==> config.mk <==
export PLATFORM = sky130hd
export DESIGN_NAME = psg_write_decode_and_mix_unit
export DESIGN_NICKNAME = d
export VERILOG_FILES = /design/src/rtl/psgwd_pkg.sv /design/src/rtl/psg_write_decode_and_mix_unit.sv /design/src/rtl/psgwd_front.sv /design/src/rtl/psgwd_queue.sv /design/src/rtl/psgwd_div.sv /design/src/rtl/psgwd_back.sv
export SDC_FILE = /design/constraint.sdc
export NUM_CORES = 1
export LEC_CHECK = 0
export ABC_CLOCK_PERIOD_IN_PS = 12100
export BUFFER_PORTS_ARGS = -buffer_cell sky130_fd_sc_hd__buf_2
export CORE_MARGIN = 3
export CORE_UTILIZATION = 55
export CTS_CLUSTER_SIZE = 10
export DETAILED_ROUTE_END_ITERATION = 10
export PLACE_DENSITY = 0.72
export SYNTH_ARGS = -nofsm -noshare
export SYNTH_HDL_FRONTEND = slang
export SYNTH_SLANG_ARGS = --single-unit
==> constraint.sdc <==
create_clock -name clk -period 12.1 [get_ports clk]
set_input_delay 2.42 -clock clk [delete_from_list [all_inputs] [get_ports clk]]
set_output_delay 2.42 -clock clk [all_outputs]
set_load 0.005 [all_outputs]
==> src/rtl/psgwd_pkg.sv <==
// shared types and constants for the sound chip write decoder and mixer
package psgwd_pkg;

    localparam int NUM_W      = 24;
    localparam int DEN_W      = 10;
    localparam int DIV_STEPS  = NUM_W / 2;
    localparam int CNT_W      = $clog2(DIV_STEPS);
    localparam int TERM_W     = 21;
    localparam int SUM_W      = 23;
    localparam int VOLSUM_W   = 6;
    localparam int FREQ_W     = 17;

    localparam logic [16:0] MIX_CONST = 17'd125000;

    localparam logic [1:0] KIND_VOL  = 2'd0;
    localparam logic [1:0] KIND_FREQ = 2'd1;
    localparam logic [1:0] KIND_DATA = 2'd2;

    typedef struct packed {
        logic [1:0] kind;
        logic [1:0] chan;
        logic [5:0] val;
        logic       en;
    } cmd_t;

endpackage

==> src/rtl/psg_write_decode_and_mix_unit.sv <==
// top level of the sound chip register write decoder and tone mixer
//
// input side is a queue: a byte on write_byte is taken when push is high and
// full is low. noise latch bytes are taken and dropped. every other byte is
// decoded into a request and held in a two-entry queue for the mixer
// result side is a queue too: while empty is low, tone_on and frequency_hz
// hold the oldest result, taken when pop is high
// cfg_write loads cfg_data into the sound enable bit; with it clear, bytes
// still update channel state but give no result
// the mixer applies a request, then checks each of channels 1 to 3 in turn;
// each such channel with nonzero period, and then the volume-weighted mean,
// go through one shared divider before the result goes to the output register
// a finished result waits in the mixer until the output register is empty or
// being popped, while the front keeps taking bytes until the queue fills
// reset clears all periods, volumes and the latched channel, empties both
// sides, and sets the sound enable bit
module psg_write_decode_and_mix_unit (
    input  logic                             clk,
    input  logic                             rst_n,
    input  logic                             push,
    output logic                             full,
    input  logic [7:0]                       write_byte,
    output logic                             empty,
    input  logic                             pop,
    output logic                             tone_on,
    output logic [psgwd_pkg::FREQ_W-1:0]     frequency_hz,
    input  logic                             cfg_write,
    input  logic                             cfg_data
);

    logic            cmd_push;
    psgwd_pkg::cmd_t cmd;
    psgwd_pkg::cmd_t q_data;
    logic            q_full;
    logic            q_empty;
    logic            q_pop;

    psgwd_front u_front (
        .clk        (clk),
        .rst_n      (rst_n),
        .push       (push),
        .write_byte (write_byte),
        .cfg_write  (cfg_write),
        .cfg_data   (cfg_data),
        .q_full     (q_full),
        .full       (full),
        .cmd_push   (cmd_push),
        .cmd        (cmd)
    );

    psgwd_queue u_queue (
        .clk     (clk),
        .rst_n   (rst_n),
        .wr_en   (cmd_push),
        .wr_data (cmd),
        .rd_en   (q_pop),
        .rd_data (q_data),
        .q_full  (q_full),
        .q_empty (q_empty)
    );

    psgwd_back u_back (
        .clk          (clk),
        .rst_n        (rst_n),
        .q_empty      (q_empty),
        .q_data       (q_data),
        .q_pop        (q_pop),
        .pop          (pop),
        .empty        (empty),
        .tone_on      (tone_on),
        .frequency_hz (frequency_hz)
    );

endmodule

==> src/rtl/psgwd_front.sv <==
// front end: accepts written bytes, holds the enable register, classifies requests
module psgwd_front (
    input  logic              clk,
    input  logic              rst_n,
    input  logic              push,
    input  logic [7:0]        write_byte,
    input  logic              cfg_write,
    input  logic              cfg_data,
    input  logic              q_full,
    output logic              full,
    output logic              cmd_push,
    output psgwd_pkg::cmd_t   cmd
);

    logic enable_reg;
    logic noise;
    logic accept;

    always_ff @(posedge clk or negedge rst_n)
    begin
        if (!rst_n)
        begin
            enable_reg <= 1'b1;
        end
        else if (cfg_write)
        begin
            enable_reg <= cfg_data;
        end
    end

    assign full     = q_full;
    assign accept   = push && !q_full;
    assign noise    = (write_byte[7:5] == 3'b111);
    assign cmd_push = accept && !noise;

    always_comb
    begin
        cmd.en   = enable_reg;
        cmd.chan = 2'd3 - write_byte[6:5];
        if (write_byte[7] && write_byte[4])
        begin
            cmd.kind = psgwd_pkg::KIND_VOL;
            cmd.val  = {2'b00, 4'd15 - write_byte[3:0]};
        end
        else if (write_byte[7])
        begin
            cmd.kind = psgwd_pkg::KIND_FREQ;
            cmd.val  = {2'b00, write_byte[3:0]};
        end
        else
        begin
            cmd.kind = psgwd_pkg::KIND_DATA;
            cmd.val  = write_byte[5:0];
        end
    end

endmodule

==> src/rtl/psgwd_queue.sv <==
// two-entry request queue between front end and mixer
module psgwd_queue (
    input  logic              clk,
    input  logic              rst_n,
    input  logic              wr_en,
    input  psgwd_pkg::cmd_t   wr_data,
    input  logic              rd_en,
    output psgwd_pkg::cmd_t   rd_data,
    output logic              q_full,
    output logic              q_empty
);

    psgwd_pkg::cmd_t entry_reg [2];
    logic            wr_ptr_reg;
    logic            rd_ptr_reg;
    logic [1:0]      count_reg;
    logic            do_wr;
    logic            do_rd;

    assign q_full  = (count_reg == 2'd2);
    assign q_empty = (count_reg == 2'd0);
    assign do_wr   = wr_en && !q_full;
    assign do_rd   = rd_en && !q_empty;
    assign rd_data = entry_reg[rd_ptr_reg];

    always_ff @(posedge clk)
    begin
        if (do_wr)
        begin
            entry_reg[wr_ptr_reg] <= wr_data;
        end
    end

    always_ff @(posedge clk or negedge rst_n)
    begin
        if (!rst_n)
        begin
            wr_ptr_reg <= 1'b0;
            rd_ptr_reg <= 1'b0;
            count_reg  <= 2'd0;
        end
        else
        begin
            if (do_wr)
            begin
                wr_ptr_reg <= !wr_ptr_reg;
            end
            if (do_rd)
            begin
                rd_ptr_reg <= !rd_ptr_reg;
            end
            if (do_wr && !do_rd)
            begin
                count_reg <= count_reg + 2'd1;
            end
            else if (do_rd && !do_wr)
            begin
                count_reg <= count_reg - 2'd1;
            end
        end
    end

endmodule

==> src/rtl/psgwd_div.sv <==
// iterative restoring divider, two quotient bits per cycle
module psgwd_div (
    input  logic                          clk,
    input  logic                          rst_n,
    input  logic                          start,
    input  logic [psgwd_pkg::NUM_W-1:0]   num,
    input  logic [psgwd_pkg::DEN_W-1:0]   den,
    output logic                          done,
    output logic [psgwd_pkg::NUM_W-1:0]   quo
);

    logic                          busy_reg;
    logic                          done_reg;
    logic [psgwd_pkg::CNT_W-1:0]   cnt_reg;
    logic [psgwd_pkg::DEN_W-1:0]   rem_reg;
    logic [psgwd_pkg::DEN_W-1:0]   den_reg;
    logic [psgwd_pkg::NUM_W-1:0]   quo_reg;
    logic [psgwd_pkg::DEN_W-1:0]   rem_next;
    logic [psgwd_pkg::NUM_W-1:0]   quo_next;

    always_comb
    begin
        logic [psgwd_pkg::DEN_W:0]   t;
        logic [psgwd_pkg::DEN_W-1:0] r;
        logic [psgwd_pkg::NUM_W-1:0] q;
        r = rem_reg;
        q = quo_reg;
        for (int i = 0; i < 2; i++)
        begin
            t = {r, q[psgwd_pkg::NUM_W-1]};
            q = {q[psgwd_pkg::NUM_W-2:0], 1'b0};
            if (t >= {1'b0, den_reg})
            begin
                t    = t - {1'b0, den_reg};
                q[0] = 1'b1;
            end
            r = t[psgwd_pkg::DEN_W-1:0];
        end
        rem_next = r;
        quo_next = q;
    end

    always_ff @(posedge clk)
    begin
        if (start)
        begin
            quo_reg <= num;
            den_reg <= den;
            rem_reg <= '0;
        end
        else if (busy_reg)
        begin
            quo_reg <= quo_next;
            rem_reg <= rem_next;
        end
    end

    always_ff @(posedge clk or negedge rst_n)
    begin
        if (!rst_n)
        begin
            busy_reg <= 1'b0;
            done_reg <= 1'b0;
            cnt_reg  <= '0;
        end
        else
        begin
            done_reg <= busy_reg && (cnt_reg == '0);
            if (start)
            begin
                busy_reg <= 1'b1;
                cnt_reg  <= psgwd_pkg::CNT_W'(psgwd_pkg::DIV_STEPS - 1);
            end
            else if (busy_reg)
            begin
                if (cnt_reg == '0)
                begin
                    busy_reg <= 1'b0;
                end
                else
                begin
                    cnt_reg <= cnt_reg - psgwd_pkg::CNT_W'(1);
                end
            end
        end
    end

    assign done = done_reg;
    assign quo  = quo_reg;

endmodule

==> src/rtl/psgwd_back.sv <==
// back end: applies requests to channel state, mixes the tones, holds the result
module psgwd_back (
    input  logic                             clk,
    input  logic                             rst_n,
    input  logic                             q_empty,
    input  psgwd_pkg::cmd_t                  q_data,
    output logic                             q_pop,
    input  logic                             pop,
    output logic                             empty,
    output logic                             tone_on,
    output logic [psgwd_pkg::FREQ_W-1:0]     frequency_hz
);

    localparam logic [2:0] S_IDLE  = 3'd0;
    localparam logic [2:0] S_TERM  = 3'd1;
    localparam logic [2:0] S_TWAIT = 3'd2;
    localparam logic [2:0] S_FINAL = 3'd3;
    localparam logic [2:0] S_FWAIT = 3'd4;
    localparam logic [2:0] S_OUT   = 3'd5;

    logic [2:0]                          state_reg;
    logic [9:0]                          period_reg [4];
    logic [3:0]                          volume_reg [4];
    logic [1:0]                          latched_reg;
    logic                                lvalid_reg;
    logic [1:0]                          ch_reg;
    logic [psgwd_pkg::SUM_W-1:0]         sum_reg;
    logic                                res_tone_reg;
    logic [psgwd_pkg::FREQ_W-1:0]        res_freq_reg;
    logic                                out_valid_reg;
    logic                                out_tone_reg;
    logic [psgwd_pkg::FREQ_W-1:0]        out_freq_reg;

    logic                                div_start;
    logic [psgwd_pkg::NUM_W-1:0]         div_num;
    logic [psgwd_pkg::DEN_W-1:0]         div_den;
    logic                                div_done;
    logic [psgwd_pkg::NUM_W-1:0]         div_quo;
    logic [psgwd_pkg::VOLSUM_W-1:0]      totvol;
    logic [psgwd_pkg::TERM_W-1:0]        product;
    logic                                out_load;

    assign totvol = {2'b00, volume_reg[1]} + {2'b00, volume_reg[2]}
                  + {2'b00, volume_reg[3]};
    assign product = psgwd_pkg::TERM_W'(volume_reg[ch_reg]) * psgwd_pkg::MIX_CONST;
    assign q_pop    = (state_reg == S_IDLE) && !q_empty;
    assign out_load = (state_reg == S_OUT) && (!out_valid_reg || pop);

    always_comb
    begin
        div_start = 1'b0;
        div_num   = {{(psgwd_pkg::NUM_W - psgwd_pkg::TERM_W){1'b0}}, product};
        div_den   = period_reg[ch_reg];
        if (state_reg == S_TERM)
        begin
            div_start = (period_reg[ch_reg] != 10'd0);
        end
        else if (state_reg == S_FINAL)
        begin
            div_start = (totvol != '0);
            div_num   = {{(psgwd_pkg::NUM_W - psgwd_pkg::SUM_W){1'b0}}, sum_reg};
            div_den   = {{(psgwd_pkg::DEN_W - psgwd_pkg::VOLSUM_W){1'b0}}, totvol};
        end
    end

    psgwd_div u_div (
        .clk   (clk),
        .rst_n (rst_n),
        .start (div_start),
        .num   (div_num),
        .den   (div_den),
        .done  (div_done),
        .quo   (div_quo)
    );

    always_ff @(posedge clk or negedge rst_n)
    begin
        if (!rst_n)
        begin
            state_reg    <= S_IDLE;
            latched_reg  <= 2'd0;
            lvalid_reg   <= 1'b0;
            ch_reg       <= 2'd1;
            sum_reg      <= '0;
            res_tone_reg <= 1'b0;
            res_freq_reg <= '0;
            for (int i = 0; i < 4; i++)
            begin
                period_reg[i] <= 10'd0;
                volume_reg[i] <= 4'd0;
            end
        end
        else
        begin
            case (state_reg)
                S_IDLE:
                begin
                    if (!q_empty)
                    begin
                        case (q_data.kind)
                            psgwd_pkg::KIND_VOL:
                            begin
                                volume_reg[q_data.chan] <= q_data.val[3:0];
                            end
                            psgwd_pkg::KIND_FREQ:
                            begin
                                period_reg[q_data.chan] <= {6'd0, q_data.val[3:0]};
                                latched_reg             <= q_data.chan;
                                lvalid_reg              <= 1'b1;
                            end
                            psgwd_pkg::KIND_DATA:
                            begin
                                if (lvalid_reg)
                                begin
                                    period_reg[latched_reg][9:4] <= q_data.val;
                                end
                            end
                            default:
                            begin
                            end
                        endcase
                        ch_reg  <= 2'd1;
                        sum_reg <= '0;
                        if (q_data.en)
                        begin
                            state_reg <= S_TERM;
                        end
                    end
                end
                S_TERM:
                begin
                    if (period_reg[ch_reg] != 10'd0)
                    begin
                        state_reg <= S_TWAIT;
                    end
                    else if (ch_reg == 2'd3)
                    begin
                        state_reg <= S_FINAL;
                    end
                    else
                    begin
                        ch_reg <= ch_reg + 2'd1;
                    end
                end
                S_TWAIT:
                begin
                    if (div_done)
                    begin
                        sum_reg <= sum_reg + {{(psgwd_pkg::SUM_W - psgwd_pkg::TERM_W){1'b0}},
                                              div_quo[psgwd_pkg::TERM_W-1:0]};
                        if (ch_reg == 2'd3)
                        begin
                            state_reg <= S_FINAL;
                        end
                        else
                        begin
                            ch_reg    <= ch_reg + 2'd1;
                            state_reg <= S_TERM;
                        end
                    end
                end
                S_FINAL:
                begin
                    if (totvol == '0)
                    begin
                        res_tone_reg <= 1'b0;
                        res_freq_reg <= '0;
                        state_reg    <= S_OUT;
                    end
                    else
                    begin
                        state_reg <= S_FWAIT;
                    end
                end
                S_FWAIT:
                begin
                    if (div_done)
                    begin
                        res_tone_reg <= 1'b1;
                        res_freq_reg <= div_quo[psgwd_pkg::FREQ_W-1:0];
                        state_reg    <= S_OUT;
                    end
                end
                S_OUT:
                begin
                    if (out_load)
                    begin
                        state_reg <= S_IDLE;
                    end
                end
                default:
                begin
                    state_reg <= S_IDLE;
                end
            endcase
        end
    end

    always_ff @(posedge clk)
    begin
        if (out_load)
        begin
            out_tone_reg <= res_tone_reg;
            out_freq_reg <= res_freq_reg;
        end
    end

    always_ff @(posedge clk or negedge rst_n)
    begin
        if (!rst_n)
        begin
            out_valid_reg <= 1'b0;
        end
        else if (out_load)
        begin
            out_valid_reg <= 1'b1;
        end
        else if (pop)
        begin
            out_valid_reg <= 1'b0;
        end
    end

    assign empty        = !out_valid_reg;
    assign tone_on      = out_tone_reg;
    assign frequency_hz = out_freq_reg;

endmodule

==> results of run 1 <==
[cell usage in the layout (no fill, tap or decap), types with 9 or more instances in the layout]
cell,instances
mux2i_1,24
nand3_1,18
mux2_2,22
edfxtp_1,74
nor3_1,14
o21ai_0,101
nand2_1,155
clkbuf_16,25
xor2_1,12
xnor2_1,31
dfrtp_1,115
fa_1,10
o31ai_1,14
a21oi_1,64
nor2b_1,14
inv_1,57
nand2b_1,10
nor2_1,80
buf_2,32
mux4_1,9
ha_1,70
a21o_1,19
dfxtp_1,10
o21a_1,15
clkbuf_1,12
[final cells by class]
| type | instances | area [sq um] | area share [%] |
|---|---|---|---|
| clock buffer | 41 | 726 | 5.75 |
| clock inverter | 3 | 38.8 | 0.307 |
| inverter | 58 | 218 | 1.73 |
| multi-input combinational | 816 | 5730 | 45.4 |
| sequential | 201 | 5350 | 42.4 |
| tap | 270 | 338 | 2.68 |
| timing repair buffer | 39 | 213 | 1.69 |
[worst max-delay path, stage by stage, from the launching register on]
cell and delay (ps):
dfstp_2 830, mux4_1 820, fa_1 630, inv_1 60, fa_1 530, inv_1 40, ha_1 330, a21o_1 190
a21oi_1 200, o21ai_0 110, a21oi_1 180, xor2_1 160, a21oi_1 80, mux2_2 290
[worst min path at each step]
stage                            start  cells after the start  slack (ps)                 endpoint
2_1_floorplan   u_back.res_freq_reg[0]                      0         420   u_back.frequency_hz[0]
3_3_place_gp    u_back.res_freq_reg[3]                      0         430   u_back.frequency_hz[3]
3_5_place_dp    u_back.res_freq_reg[9]                      0         430   u_back.frequency_hz[9]
4_1_cts         u_back.res_freq_reg[2]                      0         450   u_back.frequency_hz[2]
5_1_grt        u_back.res_freq_reg[10]                      0         460  u_back.frequency_hz[10]
6_report       u_back.res_freq_reg[10]                      0         450  u_back.frequency_hz[10]
[layer usage]
layer | vias up | GRT usage, % | routed length (um)
met5 | - | 0 | 0
met4 | 0 | 5.39 | 493
met3 | 45 | 2.92 | 1070
met2 | 188 | 36.9 | 11600
met1 | 4018 | 32.0 | 11600
li1 | 4093 | - | -
[metrics by stage]
step,utilization (%),cells,setup slack [ps],hold WS [ps]
6_report,61.8,1428,7400,446
3_5_place_dp,58.0,1384,7380,435
3_3_place_gp,58.0,1384,7460,430
5_1_grt,61.8,1428,7070,464
2_1_floorplan,-,1120,7690,425
4_1_cts,61.8,1428,7370,451
[cells by family after synthesis]
group / Yosys count / synth area share (%)
AO/OA/AOI/OAI: 292 / 16.1
XOR/XNOR: 43 / 3.27
adder cells (fa/ha/maj): 80 / 9.34
multiplexers: 60 / 7.26
AND/OR/NAND/NOR: 341 / 13.7
buffers and inverters: 103 / 3.90
flip-flops: 201 / 46.4
==> impl_metrics.py, run 1 <==
metrics = {
    "route": {
        "wl_mm": 24.8,
        "via_per_inst": 5.84,
        "drtIter0Drc": 560,
        "drc": 0,
        "detail-route-antenna-nets": 0,
        "drt_pass1_iterations": 7,
        "dr_total_vias": 8344,
        "wl_per_cell_um": 17.3,
    },
    "cells_and_area": {
        "n_antenna_cell": 0,
        "final.fill_count": 1731,
        "fin_nets": 1235,
        "layout-drive-gt1-share_pct": 10.4,
        "largest_register_ff_count": 40,
        "final_area_sq_um": 12600,
        "syn_to_final_growth_pct": 9.51,
    },
    "place": {
        "placed_area_sq_um": 11900,
        "port_buffers": 33,
        "routabilityCongestion": 0.927,
        "dp_hpwl_mm": 17.5,
    },
    "clocking": {
        "postCtsHoldBufs": 0,
        "clkSlewWorstSetupHoldPaths_ps": 60,
        "cts_setup_buffers": 0,
        "insertion_delay_ps": 510,
        "clock_path_buffers": 3,
        "htreeDepth": 1,
        "root_buffer": "clkbuf_16",
        "tritoncts": "done",
        "numCtsBuffers": 25,
        "cts_resized": 0,
        "cts_sinks": 201,
    },
    "sta": {
        "max_freq_mhz": 213,
        "fin_setup_tns_ps": 0,
        "hold_viol_final": 0,
        "rsz0062_at_grt": "false",
        "setup_viol": 0,
        "skew_ps": 16.7,
        "worst_pin_slew_ps": 1260,
        "drv_slew": 0,
        "maxSlewHeadroom_pct": 16.2,
        "fin_crit_ps": 4700,
        "fin_crit_sh_pct": 38.8,
    },
    "yosys": {
        "synth.area.top_cells": "dfrtp_1, edfxtp_1, ha_1",
        "synth_nets": 1214,
        "yosysTopAreaCell": "dfrtp_1",
        "synth_cell_type_count": 78,
        "synthArstFlopShare_pct": 58.2,
        "synth_top_area_share_pct": 25.0,
        "ys_ff_latch": 201,
        "yosysWarnings": 0,
        "synth-edff-count": 74,
        "syn_inst": 1120,
        "synth-main-ff-cell": "dfrtp_1",
        "yosysMostFrequentCell": "nand2_1",
        "yosys-top-cells-count": "nand2_1, dfrtp_1, o21ai_0",
        "syn_area_sq_um": 11500,
        "avgSynthCellArea_sq_um": 10.3,
        "yosysSeqAreaShare_pct": 46.4,
    },
    "worst_setup_path": {
        "crit_type": "flop to flop",
        "startpoint": "u_back.ch_reg[0]",
        "r2r_slack_ps": 7400,
        "cp.required_ps": 12350,
        "r2r-end": "u_back.u_div.quo[20]",
        "r2r_cells": 13,
        "endpoint_kind": "flop",
        "crit_arrival_ps": 4950,
        "r2r-start": "u_back.ch_reg[0]",
        "start_kind": "flop",
        "crit_path_max_fanout": 17,
        "endpoint": "u_back.u_div.quo[20]",
    },
    "run": {
        "maxCapViolCount": 0,
    },
    "floorplanning": {
        "die_area_sq_um": 22700,
        "core_sq_um": 20400,
        "io_pins": 34,
        "chipWidth_um": 151,
        "die_y_um": 151,
        "rows": 52,
        "initial_core_util_pct": 56.4,
    },
    "run_status": {
        "outcome": "finished, final reports clean",
    },
    "grt": {
        "grt_util_all_layers_pct": 22.5,
        "grt_start_max_net_pins": 78,
        "grt_pass1_vias": 8123,
        "antenna_found_initial": 0,
        "grt_pass1_wl_mm": 41.2,
        "grt_overflow": 0,
    },
    "min_path": {
        "hold_path.class": "flop to flop",
    },
}
Power of run 1 is left out: the tool's default activity adds up to more than one toggle a clock period on the data nets, which glitch-free logic cannot reach.
==> run 2, diff against run 1 <==
--- a/config.mk
+++ b/config.mk
@@ -5,13 +5,13 @@
 export SDC_FILE = /design/constraint.sdc
 export NUM_CORES = 1
 export LEC_CHECK = 0
-export ABC_CLOCK_PERIOD_IN_PS = 12100
+export ABC_CLOCK_PERIOD_IN_PS = 3800
 export BUFFER_PORTS_ARGS = -buffer_cell sky130_fd_sc_hd__buf_2
 export CORE_MARGIN = 3
 export CORE_UTILIZATION = 55
 export CTS_CLUSTER_SIZE = 10
 export DETAILED_ROUTE_END_ITERATION = 10
-export PLACE_DENSITY = 0.72
+export PLACE_DENSITY = 0.75
 export SYNTH_ARGS = -nofsm -noshare
 export SYNTH_HDL_FRONTEND = slang
 export SYNTH_SLANG_ARGS = --single-unit
==> constraint.sdc (replaced) <==
create_clock -name clk -period 3.8 [get_ports clk]
set_input_delay 0.76 -clock clk [delete_from_list [all_inputs] [get_ports clk]]
set_output_delay 0.76 -clock clk [all_outputs]
set_load 0.005 [all_outputs]
==> impl_metrics.py, run 2 (same netlist as run 1, synthesis figures left out) <==
metrics = {
    "sta": {
        "max_freq_mhz": 259,
        "fin_setup_tns_ps": -152,
        "worst_pin_slew_ps": 932,
        "setup_viol": 4,
        "fin_crit_sh_pct": 102,
        "fin_ws_ps": -65.6,
        "drv_slew": 0,
        "maxSlewHeadroom_pct": 36.1,
        "skew_ps": 5.92,
        "rsz0062_at_grt": "true",
        "fin_crit_ps": 3870,
        "hold_viol_final": 0,
    },
    "cells_and_area": {
        "largest_register_ff_count": 40,
        "layout-drive-gt1-share_pct": 18.5,
        "syn_to_final_growth_pct": 15.9,
        "layout_common_cells": "nand2_1, dfrtp_1, o21ai_0",
        "layout_commonest_cell": "nand2_1",
        "fin_nets": 1289,
        "post-route-util_pct": 65.4,
        "n_antenna_cell": 0,
        "final.fill_count": 1605,
    },
    "worst_setup_path": {
        "endpoint_kind": "flop",
        "crit_arrival_ps": 4130,
        "crit_path_max_fanout": 5,
        "startpoint": "u_back.ch_reg[0]",
        "r2r_cells": 14,
        "r2r-start": "u_back.ch_reg[0]",
        "crit_type": "flop to flop",
        "cp.required_ps": 4060,
        "start_kind": "flop",
    },
    "grt": {
        "grt_overflow": 0,
        "grt_pass1_vias": 8537,
        "grt_start_max_net_pins": 90,
        "grt_pass1_wl_mm": 42.5,
        "grt_util_all_layers_pct": 23.2,
        "antenna_found_initial": 0,
    },
    "clocking": {
        "postCtsHoldBufs": 0,
        "clkSlewWorstSetupHoldPaths_ps": 60,
        "tritoncts": "done",
        "cts_sinks": 201,
        "insertion_delay_ps": 510,
        "clock_path_buffers": 3,
        "htreeDepth": 1,
        "numCtsBuffers": 25,
        "root_buffer": "clkbuf_16",
    },
    "route": {
        "detail-route-antenna-nets": 0,
        "drtIter0Drc": 592,
        "dr_total_vias": 8684,
        "drt_pass1_iterations": 5,
        "drc": 0,
        "via_per_inst": 5.86,
        "wl_mm": 26.2,
        "wl_per_cell_um": 17.7,
    },
    "floorplanning": {
        "core_sq_um": 20400,
        "rows": 52,
        "io_pins": 34,
        "initial_core_util_pct": 56.4,
        "die_area_sq_um": 22700,
        "die_y_um": 151,
        "chipWidth_um": 151,
    },
    "place": {
        "dp_hpwl_mm": 18.3,
        "port_buffers": 33,
        "routabilityCongestion": 0.941,
    },
    "run": {
        "maxCapViolCount": 0,
    },
    "run_status": {
        "failed_checks": "setup timing",
        "outcome": "finished, violations left",
    },
    "min_path": {
        "hold_path.class": "primary input to asynchronous set/reset pin",
    },
}
[run 2: cell count changes in the layout (fill, tap and decap cells not counted), moves of 5 or more]
cell / previous run / this run
ha_4: 0 / 8
o21ai_0: 101 / 94
a21oi_2: 0 / 5
buf_4: 7 / 57
a21oi_1: 64 / 59
ha_1: 70 / 59
[run 2: repair_timing]
action | in CTS | in global routing
pin swaps | 3 | 27
gates cloned | 0 | 0
gates resized for setup | 11 | 49
buffers inserted | 3 | 3
endpoints found under the setup margin | 12 | 14
[run 2: cell type report]
cell class / count / area [sq um] / area share [%]
timing repair buffer: 93 / 651 / 4.87
clock buffer: 40 / 702 / 5.26
multi-input combinational: 816 / 6040 / 45.3
clock inverter: 4 / 47.5 / 0.356
sequential: 201 / 5350 / 40.1
inverter: 58 / 218 / 1.63
tap: 270 / 338 / 2.53
[run 2: final timing paths]
kind | endpoint | slack (ps)
setup reg to reg | u_back.u_div.quo[20] | -70
hold / removal | u_back.res_freq_reg[0] | 190
hold reg to reg | u_back.frequency_hz[6] | 440
setup / recovery | u_back.u_div.quo[20] | -70
min in group clk | u_back.frequency_hz[6] | 440
max in group asynchronous | u_front.enable_reg | 2750
[run 2: per-stage QoR]
| stage | setup WS, ps | hold WS (ps) | area, sq um | cells |
|---|---|---|---|---|
| 6_report | -65.6 | 192 | 13400 | 1482 |
| 3_3_place_gp | -64.4 | 431 | 12300 | 1432 |
| 4_1_cts | -53.8 | 204 | 13100 | 1479 |
| 3_5_place_dp | -179 | 436 | 12300 | 1432 |
| 2_1_floorplan | -225 | 425 | 11500 | 1120 |
| 5_1_grt | -283 | 221 | 13400 | 1482 |
[run 2: layer usage]
| metal | vias up | share of wire, % | track usage (%) |
|---|---|---|---|
| met3 | 53 | 4.8 | 3.07 |
| met5 | - | 0 | 0 |
| li1 | 4189 | - | - |
| met4 | 0 | 2.3 | 6.53 |
| met1 | 4200 | 44 | 31.2 |
| met2 | 242 | 49 | 39.5 |
[run 2: critical path, cell delays in order (launching register included)]
cell and delay, ps:
dfstp_2 570, buf_4 150, mux4_2 370, fa_1 600
inv_2 50, fa_1 530, inv_2 50, ha_4 220
a21o_1 160, a21oi_2 150, o21ai_1 100, a21oi_1 150
xor2_1 170, a21oi_1 80, mux2_2 270
Power of run 2 is left out for the same reason.
